`config.mk`:
```
export PLATFORM = sky130hd
export DESIGN_NAME = single_source_shortest_path
export DESIGN_NICKNAME = d
export VERILOG_FILES = /design/src/rtl/sssp_pkg.sv /design/src/rtl/single_source_shortest_path.sv /design/src/rtl/sssp_datapath.sv /design/src/rtl/sssp_ctrl.sv
export SDC_FILE = /design/constraint.sdc
export NUM_CORES = 2
export LEC_CHECK = 0
export BUFFER_PORTS_ARGS = -buffer_cell sky130_fd_sc_hd__buf_4
export CORE_ASPECT_RATIO = 0.5
export CORE_MARGIN = 3
export CORE_UTILIZATION = 41
export DETAILED_ROUTE_END_ITERATION = 7
export HOLD_SLACK_MARGIN = 0.02
export PLACE_DENSITY_LB_ADDON = 0.25
export SLEW_MARGIN = 20
export SYNTH_ARGS = -nofsm -noshare
export SYNTH_HDL_FRONTEND = slang
export SYNTH_SLANG_ARGS = --single-unit
export TNS_END_PERCENT = 50
```
`constraint.sdc`:
```
create_clock -name clk -period 5.5 [get_ports clk]
set_clock_uncertainty 0.15 [all_clocks]
set_input_delay 0.275 -clock clk [delete_from_list [all_inputs] [get_ports clk]]
set_output_delay 0.275 -clock clk [all_outputs]
set_load 0.005 [all_outputs]
```
`src/rtl/sssp_pkg.sv`:
```
// Shared types and codes for the shortest path block.
// No dependencies.
`default_nettype none
package sssp_pkg;
  localparam int unsigned CMD_W  = 2;
  localparam int unsigned VID_W  = 4;
  localparam int unsigned WGT_W  = 16;
  localparam int unsigned DIST_W = 20;

  localparam logic [1:0] CMD_CLEAR = 2'd0;
  localparam logic [1:0] CMD_ADD   = 2'd1;
  localparam logic [1:0] CMD_RUN   = 2'd2;

  localparam logic [0:0] REG_VCOUNT = 1'b0;
  localparam logic [0:0] REG_UNDIR  = 1'b1;

  // controller -> datapath
  typedef struct packed {
    logic clear_edges;   // edge count to zero
    logic add_edge;      // store edge from input item
    logic init_run;      // reset run state, latch source
    logic sel_start;     // begin minimum selection
    logic sel_step;      // look at one vertex
    logic commit_pick;   // mark pick finished
    logic scan_start;    // begin edge scan
    logic scan_step;     // process one edge
    logic out_load;      // load result register for out_idx
    logic out_next;      // advance result index
  } sssp_cmd_t;

  // datapath -> controller
  typedef struct packed {
    logic sel_done;      // selection went over all vertices
    logic pick_valid;    // a vertex was found
    logic scan_done;     // all edges processed
    logic out_last;      // current result index is the final one
  } sssp_stat_t;
endpackage
`default_nettype wire

```
`src/rtl/single_source_shortest_path.sv`:
```
// Top level of the shortest path block: config registers, controller, datapath.
// Depends on sssp_pkg, sssp_ctrl, sssp_datapath.
//
//  channel | dir | payload
//  in_     | in  | tdata {source_vertex, weight, to_vertex, from_vertex, command}
//  out_    | out | tdata {reachable, distance, vertex}, tlast
//  cfg_    | in  | register write, index 0 vertex_count, 1 undirected
//
// A run, once accepted, repeats per finished vertex a minimum selection (one vertex a
// cycle) and an edge scan (one edge a cycle through the registered memory read), then
// a final selection that finds nothing, then one result per vertex in use, each held
// until taken. Input is refused during a run.
// Reset is synchronous, active low; the edge store is empty after it.
`default_nettype none
module single_source_shortest_path #(
  parameter int unsigned MAX_VERTICES = 16,
  parameter int unsigned MAX_EDGES    = 64
) (
  input  wire logic        clk,
  input  wire logic        rst_n,
  input  wire logic        in_tvalid,
  output logic             in_tready,
  // [1:0] command, [5:2] from_vertex, [9:6] to_vertex, [25:10] weight,
  // [29:26] source_vertex
  input  wire logic [31:0] in_tdata,
  output logic             out_tvalid,
  input  wire logic        out_tready,
  // [3:0] vertex, [23:4] distance, [24] reachable
  output logic [31:0]      out_tdata,
  output logic             out_tlast,
  input  wire logic        cfg_we,
  input  wire logic [0:0]  cfg_index,
  input  wire logic [4:0]  cfg_data
);
  logic [4:0] vcount_r;
  logic       undir_r;

  // configuration registers
  always_ff @(posedge clk) begin
    if (!rst_n) begin
      vcount_r <= 5'd16;
      undir_r  <= 1'b1;
    end else if (cfg_we) begin
      case (cfg_index)
        sssp_pkg::REG_VCOUNT: vcount_r <= cfg_data;
        sssp_pkg::REG_UNDIR:  undir_r  <= cfg_data[0];
        default: ;
      endcase
    end
  end

  sssp_pkg::sssp_cmd_t  cmd;
  sssp_pkg::sssp_stat_t stat;
  logic [3:0]  res_vertex;
  logic [19:0] res_dist;
  logic        res_reach;

  wire logic in_acc  = in_tvalid && in_tready;
  wire logic out_acc = out_tvalid && out_tready;

  sssp_ctrl u_ctrl (
    .clk(clk), .rst_n(rst_n), .in_acc(in_acc), .in_cmd(in_tdata[1:0]),
    .out_acc(out_acc), .stat(stat), .cmd(cmd), .in_rdy(in_tready),
    .out_vld(out_tvalid)
  );

  sssp_datapath #(.MAX_VERTICES(MAX_VERTICES), .MAX_EDGES(MAX_EDGES)) u_dp (
    .clk(clk), .rst_n(rst_n), .cmd(cmd), .stat(stat),
    .vcount(vcount_r), .undir(undir_r),
    .in_from(in_tdata[5:2]), .in_to(in_tdata[9:6]), .in_wgt(in_tdata[25:10]),
    .in_src(in_tdata[29:26]),
    .res_vertex(res_vertex), .res_dist(res_dist), .res_reach(res_reach),
    .res_last(out_tlast)
  );

  assign out_tdata = {7'd0, res_reach, res_dist, res_vertex};
endmodule
`default_nettype wire

```
`src/rtl/sssp_datapath.sv`:
```
// Datapath: edge memory, per-vertex distance state, selection and relax logic.
// Depends on sssp_pkg.
`default_nettype none
module sssp_datapath #(
  parameter int unsigned MAX_VERTICES = 16,
  parameter int unsigned MAX_EDGES    = 64
) (
  input  wire logic                          clk,
  input  wire logic                          rst_n,
  input  wire sssp_pkg::sssp_cmd_t           cmd,
  output sssp_pkg::sssp_stat_t               stat,
  input  wire logic [4:0]                    vcount,
  input  wire logic                          undir,
  input  wire logic [sssp_pkg::VID_W-1:0]    in_from,
  input  wire logic [sssp_pkg::VID_W-1:0]    in_to,
  input  wire logic [sssp_pkg::WGT_W-1:0]    in_wgt,
  input  wire logic [sssp_pkg::VID_W-1:0]    in_src,
  output logic [sssp_pkg::VID_W-1:0]         res_vertex,
  output logic [sssp_pkg::DIST_W-1:0]        res_dist,
  output logic                               res_reach,
  output logic                               res_last
);
  localparam int unsigned VI_W = $clog2(MAX_VERTICES);
  localparam int unsigned VC_W = $clog2(MAX_VERTICES + 1);
  localparam int unsigned EI_W = $clog2(MAX_EDGES);
  localparam int unsigned EC_W = $clog2(MAX_EDGES + 1);
  localparam int unsigned DW   = sssp_pkg::DIST_W;
  localparam int unsigned VW   = sssp_pkg::VID_W;

  // effective vertex count, clamped into 1..MAX_VERTICES
  logic [VC_W-1:0] n_eff;
  always_comb begin
    if (vcount == 5'd0) n_eff = VC_W'(1);
    else if ({27'd0, vcount} > MAX_VERTICES) n_eff = VC_W'(MAX_VERTICES);
    else n_eff = VC_W'(vcount);
  end

  // edge memory
  logic [VW+VW+sssp_pkg::WGT_W-1:0] emem [MAX_EDGES];
  logic [VW+VW+sssp_pkg::WGT_W-1:0] erd_r;
  logic [EC_W-1:0] etotal_r;
  logic [EC_W-1:0] eidx_r;
  logic            erd_vld_r;

  // per-vertex state (fixed-place registers)
  logic [DW-1:0] dist_r  [MAX_VERTICES];
  logic [MAX_VERTICES-1:0] known_r, fin_r;

  // selection
  logic [VC_W-1:0] sidx_r;
  logic [VI_W-1:0] pick_r;
  logic            pvld_r;
  logic [DW-1:0]   pdist_r;
  logic [VC_W-1:0] oidx_r;

  wire logic add_ok = ({1'b0, in_from} < (VW+1)'(n_eff)) && ({1'b0, in_to} < (VW+1)'(n_eff))
                      && (etotal_r < EC_W'(MAX_EDGES));
  wire logic src_ok = ({1'b0, in_src} < (VW+1)'(n_eff));

  always_ff @(posedge clk) begin
    if (cmd.add_edge && add_ok)
      emem[etotal_r[EI_W-1:0]] <= {in_from, in_to, in_wgt};
    erd_r <= emem[eidx_r[EI_W-1:0]];
  end

  // edge being relaxed (registered read)
  wire logic [VW-1:0] ea = erd_r[VW+VW+sssp_pkg::WGT_W-1 -: VW];
  wire logic [VW-1:0] eb = erd_r[VW+sssp_pkg::WGT_W-1 -: VW];
  wire logic [sssp_pkg::WGT_W-1:0] ew = erd_r[sssp_pkg::WGT_W-1:0];
  wire logic in_range = ({1'b0, ea} < (VW+1)'(n_eff)) && ({1'b0, eb} < (VW+1)'(n_eff));
  wire logic [DW-1:0] cand = pdist_r + DW'(ew);
  wire logic [VI_W-1:0] ea_i = VI_W'(ea);
  wire logic [VI_W-1:0] eb_i = VI_W'(eb);
  wire logic fwd = erd_vld_r && in_range && (ea_i == pick_r);
  wire logic bwd = erd_vld_r && in_range && undir && (eb_i == pick_r);
  wire logic sel_i_ok = known_r[sidx_r[VI_W-1:0]] && !fin_r[sidx_r[VI_W-1:0]];

  always_ff @(posedge clk) begin
    if (!rst_n) begin
      etotal_r  <= '0;
      erd_vld_r <= 1'b0;
    end else begin
      if (cmd.clear_edges) etotal_r <= '0;
      else if (cmd.add_edge && add_ok) etotal_r <= etotal_r + EC_W'(1);
      erd_vld_r <= cmd.scan_step && (eidx_r < etotal_r);
    end
    if (cmd.init_run) begin
      fin_r   <= '0;
      // only the source starts known, and only when it is in use
      known_r <= src_ok ? (MAX_VERTICES'(1) << in_src) : '0;
      if (src_ok) dist_r[VI_W'(in_src)] <= '0;
      oidx_r <= '0;
    end
    if (cmd.sel_start) begin
      sidx_r <= '0;
      pvld_r <= 1'b0;
    end else if (cmd.sel_step) begin
      if (sel_i_ok && (!pvld_r || dist_r[sidx_r[VI_W-1:0]] < pdist_r)) begin
        pick_r  <= sidx_r[VI_W-1:0];
        pdist_r <= dist_r[sidx_r[VI_W-1:0]];
        pvld_r  <= 1'b1;
      end
      sidx_r <= sidx_r + VC_W'(1);
    end
    if (cmd.commit_pick) fin_r[pick_r] <= 1'b1;
    if (cmd.scan_start) eidx_r <= '0;
    else if (cmd.scan_step && eidx_r < etotal_r) eidx_r <= eidx_r + EC_W'(1);
    // relaxation uses the pick distance, which is final once picked
    if (fwd && (!known_r[eb_i] || cand < dist_r[eb_i])) begin
      dist_r[eb_i]  <= cand;
      known_r[eb_i] <= 1'b1;
    end
    if (bwd && !(fwd && ea_i == eb_i) && (!known_r[ea_i] || cand < dist_r[ea_i])) begin
      dist_r[ea_i]  <= cand;
      known_r[ea_i] <= 1'b1;
    end
    if (cmd.out_load) begin
      res_vertex <= VW'(oidx_r);
      res_reach  <= known_r[oidx_r[VI_W-1:0]];
      res_dist   <= known_r[oidx_r[VI_W-1:0]] ? dist_r[oidx_r[VI_W-1:0]] : '0;
      res_last   <= (oidx_r + VC_W'(1)) == n_eff;
    end
    if (cmd.out_next) oidx_r <= oidx_r + VC_W'(1);
  end

  assign stat.sel_done   = (sidx_r == n_eff);
  assign stat.pick_valid = pvld_r;
  assign stat.scan_done  = (eidx_r == etotal_r) && !erd_vld_r;
  assign stat.out_last   = (oidx_r + VC_W'(1)) == n_eff;
endmodule
`default_nettype wire

```
`src/rtl/sssp_ctrl.sv`:
```
// Controller state machine: sequences selection, edge scan and result output.
// Depends on sssp_pkg.
`default_nettype none
module sssp_ctrl (
  input  wire logic                       clk,
  input  wire logic                       rst_n,
  input  wire logic                       in_acc,
  input  wire logic [sssp_pkg::CMD_W-1:0] in_cmd,
  input  wire logic                       out_acc,
  input  wire sssp_pkg::sssp_stat_t       stat,
  output sssp_pkg::sssp_cmd_t             cmd,
  output logic                            in_rdy,
  output logic                            out_vld
);
  typedef enum logic [2:0] {S_IDLE, S_SEL, S_SCAN, S_LOAD, S_OUT} state_t;
  state_t state_r, state_nxt;
  logic out_vld_r, out_vld_nxt;

  always_comb begin
    cmd = '0;
    state_nxt = state_r;
    out_vld_nxt = out_vld_r;
    case (state_r)
      S_IDLE: begin
        if (in_acc) begin
          case (in_cmd)
            sssp_pkg::CMD_CLEAR: cmd.clear_edges = 1'b1;
            sssp_pkg::CMD_ADD:   cmd.add_edge = 1'b1;
            sssp_pkg::CMD_RUN: begin
              cmd.init_run = 1'b1;
              cmd.sel_start = 1'b1;
              state_nxt = S_SEL;
            end
            default: ;
          endcase
        end
      end
      S_SEL: begin
        if (!stat.sel_done) cmd.sel_step = 1'b1;
        else if (stat.pick_valid) begin
          cmd.commit_pick = 1'b1;
          cmd.scan_start = 1'b1;
          state_nxt = S_SCAN;
        end else state_nxt = S_LOAD;
      end
      S_SCAN: begin
        if (!stat.scan_done) cmd.scan_step = 1'b1;
        else begin
          cmd.sel_start = 1'b1;
          state_nxt = S_SEL;
        end
      end
      S_LOAD: begin
        cmd.out_load = 1'b1;
        out_vld_nxt = 1'b1;
        state_nxt = S_OUT;
      end
      S_OUT: begin
        if (out_acc) begin
          out_vld_nxt = 1'b0;
          if (stat.out_last) state_nxt = S_IDLE;
          else begin
            cmd.out_next = 1'b1;
            state_nxt = S_LOAD;
          end
        end
      end
      default: state_nxt = S_IDLE;
    endcase
  end

  always_ff @(posedge clk) begin
    if (!rst_n) begin
      state_r   <= S_IDLE;
      out_vld_r <= 1'b0;
    end else begin
      state_r   <= state_nxt;
      out_vld_r <= out_vld_nxt;
    end
  end

  assign in_rdy  = (state_r == S_IDLE);
  assign out_vld = out_vld_r;
endmodule
`default_nettype wire

```
-- After elaboration in Yosys (flattened, before gate mapping)
Memories as Yosys holds them, arrays and structs flattened. A register that Yosys moved wholly into a read port is not among the register bits.
Cells that the tools add are included.
- flip-flop bits (word level): 98
- latch bits: 0
- RAM bits: 1856
- ROM bits: 0
- input bits: 43
- output and inout bits: 35
- word-level logic and storage cells: 178
- memories: 2
- memories (name ; depth ; width ; read ports ; clocked after memory_dff ; write ports ; line ; RTL):
    u_dp.emem ; 64 ; 24 ; 1 ; 1 ; 1 ; sssp_datapath.sv:39 ; logic [VW+VW+sssp_pkg::WGT_W-1:0] emem [MAX_EDGES];
    u_dp.dist_r ; 16 ; 20 ; 4 ; 2 ; 2 ; sssp_datapath.sv:46 ; logic [DW-1:0] dist_r [MAX_VERTICES];
- add/sub/neg operators: 5
- multipliers: 0
- divide/modulo/power cells: 0
- $lt $le $gt $ge: 19
- eq/ne operators: 17
- shift operators: 1
- muxes and demuxes: 67
- bitwise operators: 6
- reductions and logical operators: 44
- operator list (kind ; number):
    16-bit 2-to-1 mux ; 6
    20-bit < comparator ; 3
    16-bit OR ; 3
    1-bit 2-to-1 mux ; 30
    4-bit by 5-bit < comparator with 1-bit output ; 5
    4-bit by 5-bit < comparator with 1-bit output, second input constant ; 5
    1-bit logical AND ; 21
    3-bit 2-to-1 mux ; 7
    20-bit by 16-bit adder with 20-bit output ; 1
    1-bit binary-select mux with 4-bit select ; 5
    20-bit 2-to-1 mux ; 1
    5-bit 2-to-1 mux ; 4
    20-bit OR reduction ; 1
    4-bit 2-to-1 mux ; 4
    1-bit by 4-bit left shift with 16-bit output, first input constant ; 1
    3-bit one-hot mux with 5 select lines ; 1
    7-bit by 1-bit adder with 7-bit output, second input constant ; 2
    1-bit demux with 4-bit select ; 3
    4-bit equality test ; 3
    4-bit by 1-bit greater-or-equal comparator with 1-bit output, second input constant ; 3
    5-bit by 1-bit adder with 5-bit output, second input constant ; 2
    5-bit equality test ; 2
    2-bit 2-to-1 mux ; 4
    2-bit by 1-bit != test with 1-bit output, second input constant ; 4
    other kinds (22) ; 38

-- Depth between registers and ports, before layout
- depth after elaboration: 15
- mapped depth: 23
- depth with buffers taken out: 20

-- Cells and area by module
From an unflattened synthesis, not the netlist that was laid out.
- cell total of the unflattened synthesis: 4422
- area, all modules: 88180.8 um^2
- modules (own cells, without submodules) (module ; instances ; cells an instance ; area each (um^2) ; seq. area each (um^2)):
    sssp_datapath ; 1 ; 4341 ; 87485.2 ; 59006.6
    sssp_ctrl ; 1 ; 43 ; 360.3 ; 80.1
    single_source_shortest_path ; 1 ; 38 ; 335.3 ; 120.1

-- Worst setup path after synthesis
Ideal clock, no wire load.
- path kind: register -> register
- from: register u_dp.pdist_r[0] (read register of u_dp.dist_r)
- to: memory u_dp.dist_r[14][0] (netlist name) (enable)
- setup time: 459 ps
- arrival time: 5237 ps
- data required time: 4891 ps
- path slack: -346 ps
- stages on the path, launching flop included: 22
- buffers on the path: 2
- period minus slack after synthesis: 5846 ps
- cells stage by stage: edfxtp_1 -> ha_1 -> inv_1 -> fa_1 -> nor2b_1 -> o21ai_0 -> a21oi_1 -> o21a_1 -> a311oi_1 -> o311a_1 -> nor3_1 -> clkbuf_1 -> inv_1 -> ha_1 -> nand3_1 -> nor4_1 -> a31oi_1 -> a21oi_1 -> a211oi_1 -> o21ai_0 -> clkbuf_1 -> o211ai_1
- RTL lines (item ; line ; RTL):
    from (decl) ; sssp_datapath.sv:53 ; logic [DW-1:0] pdist_r;
    to (decl) ; sssp_datapath.sv:46 ;

==> summary.md <==
| Metric | Value |
|---|---|
| Status | finished clean |
| Post-DP Area | 95200 µm² |
| Main area contributors after synthesis | edfxtp_1, mux4_2, dfxtp_1 |
| Slew HR | 0.272 |
| Largest family of logic cells by synthesized area | multiplexers |
| PD cells | 428 nW/µm² |
| FFs w/ async S/R, synth | 0 |
| Site Rows | 120 |
| Worst-case reg-to-reg path depth | 22 |
| Post-route design area | 102000 µm² |
| Worst R2R End | u_dp.dist_r[15][7] |
| Period utilisation layout | 0.979 |
| Fin crit period | 5.39 ns |
| Fin. Hold Viols | 0 |
| Fin. max-slew vios | 0 |
| CTS clock-pin slew for the worst setup and hold paths | 0.07 ns |
| All-Layer GR Usage | 0.236 |
| PnR worst setup slack | 0.113 ns |
| Worst-case clock buffer depth | 4 |
| Die Span X | 664 µm |
| Maximum vdd drop | 0.291 mV |
| Num CTS Buffers | 192 |
| CTS tree | yes |
| Number of synthesized flops with an enable pin | 1911 |
| Max-Cap Viols | 0 |
| GPL Wtd Cong | 0.939 |
| Gate power share | 0.297 |
| Seq cells post-synth | 2002 |
| Xor and xnor fraction of the mapped netlist area | 0.00434 |
| Drt via density | 6.33 |
| Number of port buffers | 68 |
| Syn. warnings | 0 |
| Detailed Route WL | 265 mm |
| Post-synthesis compound-gate area fraction | 0.0367 |
| Vias | 49222 |
| Ports | 78 |
| Root buffer cell | clkbuf_16 |
| P&R area growth vs syn | 14.5% |
| Crit path max fanout | 20 |
| Synth area leader | edfxtp_1 |
| Clock share of power | 0.297 |
| Setup CP Type | flip-flop to flip-flop |
| Drt drc | 0 |
| Initial antenna violation count | 21 |
| H-tree Lvls | 4 |
| Sw frac | 0.315 |
| Worst Hold Path EP | u_dp.known_r[14] |
| Fmax | 186 MHz |
| Min-delay worst type | input pin to flip-flop |
| List of most frequent post-synthesis cells | edfxtp_1, mux4_2, a21oi_1, clkbuf_1, nor2_1 |
| Unrepaired setup endpoints after global routing | yes |
| Pre-antenna DRT Iters | 7 |
| Total gr overflow | 0 |
| Die Ht | 335 µm |
| Simple-gate share of the synthesized area | 0.0242 |
| Core footprint | 215000 µm² |
| Int Pwr | 0.0298 W |
| Yosys cell types | 70 |
| Vias in the first global route | 49230 |
| Final #Nets | 4905 |
| Mapped Cells | 4502 |
| Net Switching | 0.0137 W |
| Sink Count | 2002 |
| Placement Setup Slack | -0.0000653 ns |
| Slowest cell on crit path | fa_1 |
| Starting DRT DRC Count | 6944 |
| R2r startpoint | u_dp.pdist_r[0] |
| Hold Startpoint | in_tdata[28] |
| CP Cell Sequence | ha_1 > inv_1 > fa_1 > nor2b_1 > o21ai_1 > a21oi_2 > o21a_1 > a311oi_2 > buf_4 > o311a_1 > nor3_4 > inv_1 > ha_1 > a21oi_1 > o21ai_0 > a31oi_2 > nand2_1 > o211ai_1 > buf_4 > nand4_1 > o211ai_1 > buf_12 |
| Share of the synthesized area in the top cell type | 0.646 |
| Die Area | 223000 µm² |
| # setup viols final | 0 |
| Largest net degree at the start of global routing | 81 |
| Mean area per synthesized cell | 19.7 µm² |
| Starting Density | 0.414 |
| Flop-to-flop setup slack | 0.11 ns |
| Layout cells sized above 1 | 0.342 |
| Drt wl/cell | 34.0 µm |
| Seq/Total Area, Yosys | 0.666 |
| Post-synthesis cell area | 88900 µm² |
| Synth Area in Adders | 0.0139 |
| Post-route ant nets | 0 |
| Required @ worst endpoint | 5.81 ns |
| Crit. End Element | flip-flop |
| Worst-Margin Slew | 1.08 ns |
| DP HPWL | 159 mm |
| Sequential power share | 0.406 |
| Mux contribution to synthesized area | 0.234 |
| Startpoint class of the critical path | flip-flop |
| Static Leak | 30.7 nW |
| Worst skew pair latency | 0.84 ns |
| Cell with the most instances after synthesis | edfxtp_1 |
| Global-route wire length before repair | 374 mm |
| Slowest stage delay, CP | 0.39 ns |
| Critical Path AT | 5.70 ns |
| Top_reg_cell synth | edfxtp_1 |
| Hold depth | 6 |
## stage by stage
stage | power (W) | TNS [ns] | cells | hold WS (ns) | utilization
after floorplan | 0.0259 | 0 | 4508 | 0.197 | -
after global placement | 0.0307 | -4.39 | 7385 | 0.277 | 0.443
after detailed placement | 0.0308 | -0.0000653 | 7385 | 0.288 | 0.443
after CTS | 0.0437 | 0 | 7767 | 0.0456 | 0.473
after global routing | 0.0451 | -2.20 | 7772 | 0.0856 | 0.474
final | 0.0435 | 0 | 7778 | 0.0974 | 0.474
## worst max-delay path by stage
stage,start,endpoint,cells past startpoint
2_1_floorplan,u_dp.erd_r[16],u_dp.dist_r[6][0],18
3_3_place_gp,u_dp.pdist_r[0],u_dp.dist_r[13][2],22
3_5_place_dp,u_dp.pdist_r[0],u_dp.dist_r[13][7],22
4_1_cts,u_dp.pdist_r[0],u_dp.dist_r[13][13],22
5_1_grt,u_dp.pdist_r[0],u_dp.dist_r[15][7],20
6_report,u_dp.pdist_r[0],u_dp.dist_r[15][7],22
## flip-flops by register name, indices dropped and copies added (netlist names), 7 cells and up, named ones only
name	count
u_dp.dist_r	320
u_dp.eidx_r	7
u_dp.emem	1536
u_dp.erd_r	24
u_dp.etotal_r	7
u_dp.fin_r	16
u_dp.known_r	16
u_dp.pdist_r	20
u_dp.res_dist	20
## layout make-up
cell class	count	area [µm²]
antenna	6	15.0
clock buffer	239	5040
clock inverter	96	905
fill	17632	113000
inverter	106	398
multi-input combinational	2053	28500
sequential	2002	59300
tap	2867	3590
timing repair buffer	409	4030
## cells by family after synthesis
family          after synthesis
buf+inv                     453
fa+ha+maj                    98
other cells                   1
xor+xnor                     44
mux                         933
compound gates              552
simple gates                419
flops                      2002
## repair_timing
item                                    in CTS  in global routing
cloned                                       0                  0
resized for setup                            2                 15
hold buffers                                47                  0
pin swaps                                    0                  8
endpoints found under the setup margin      21                652
buffers inserted                             0                  5
hold endpoints to repair                  1237                  0
## per-layer routing
layer / wire [µm] / global-route usage / share of wire
met5: 13 / 0 / 0.000049
met1: 105000 / 0.328 / 0.40
met3: 23400 / 0.0433 / 0.089
met4: 9160 / 0.0749 / 0.035
met2: 127000 / 0.382 / 0.48
## placed cells by master, fill, tap and decap left out, types with 9 or more instances in the layout
master and instances:
a211oi_1 12, a21o_1 26, a21oi_1 339, a22o_1 10, a22oi_1 22, and2_1 12
buf_12 67, buf_4 294, bufinv_16 15, clkbuf_1 43, clkbuf_16 194, clkinv_1 32
clkinv_2 29, clkinv_4 9, dfxtp_1 74, dfxtp_4 10, dlygate4sd3_1 47, edfxtp_1 1911
ha_1 96, inv_1 104, mux2i_1 15, mux4_2 914, nand2_1 67, nand2b_1 16
nand3_1 55, nand3_2 9, nand4_1 33, nor2_1 52, nor2_4 65, nor2b_1 37
nor3_1 15, o211ai_1 18, o21a_1 9, o21ai_0 36, o21ai_2 9, or2_2 9
xnor2_1 24, xor2_1 18
## power groups by stage
stage | registers, W | clock network [W] | logic [W]
2_1_floorplan | 0.0173 | 0 | 0.00854
5_1_grt | 0.0177 | 0.0138 | 0.0137
6_report | 0.0177 | 0.0129 | 0.0129
4_1_cts | 0.0176 | 0.0132 | 0.0129
3_3_place_gp | 0.0180 | 0 | 0.0127
3_5_place_dp | 0.0180 | 0 | 0.0128
## critical path: cells and delay by family, from the launching register on
| family | cells | cell delay, ns |
|---|---|---|
| flops | 1 | 0.35 |
| buf+inv | 5 | 0.80 |
| fa+ha+maj | 3 | 0.88 |
| compound gates | 10 | 2.07 |
| simple gates | 4 | 0.77 |
Note: power is estimated with default switching activity, not from simulation.
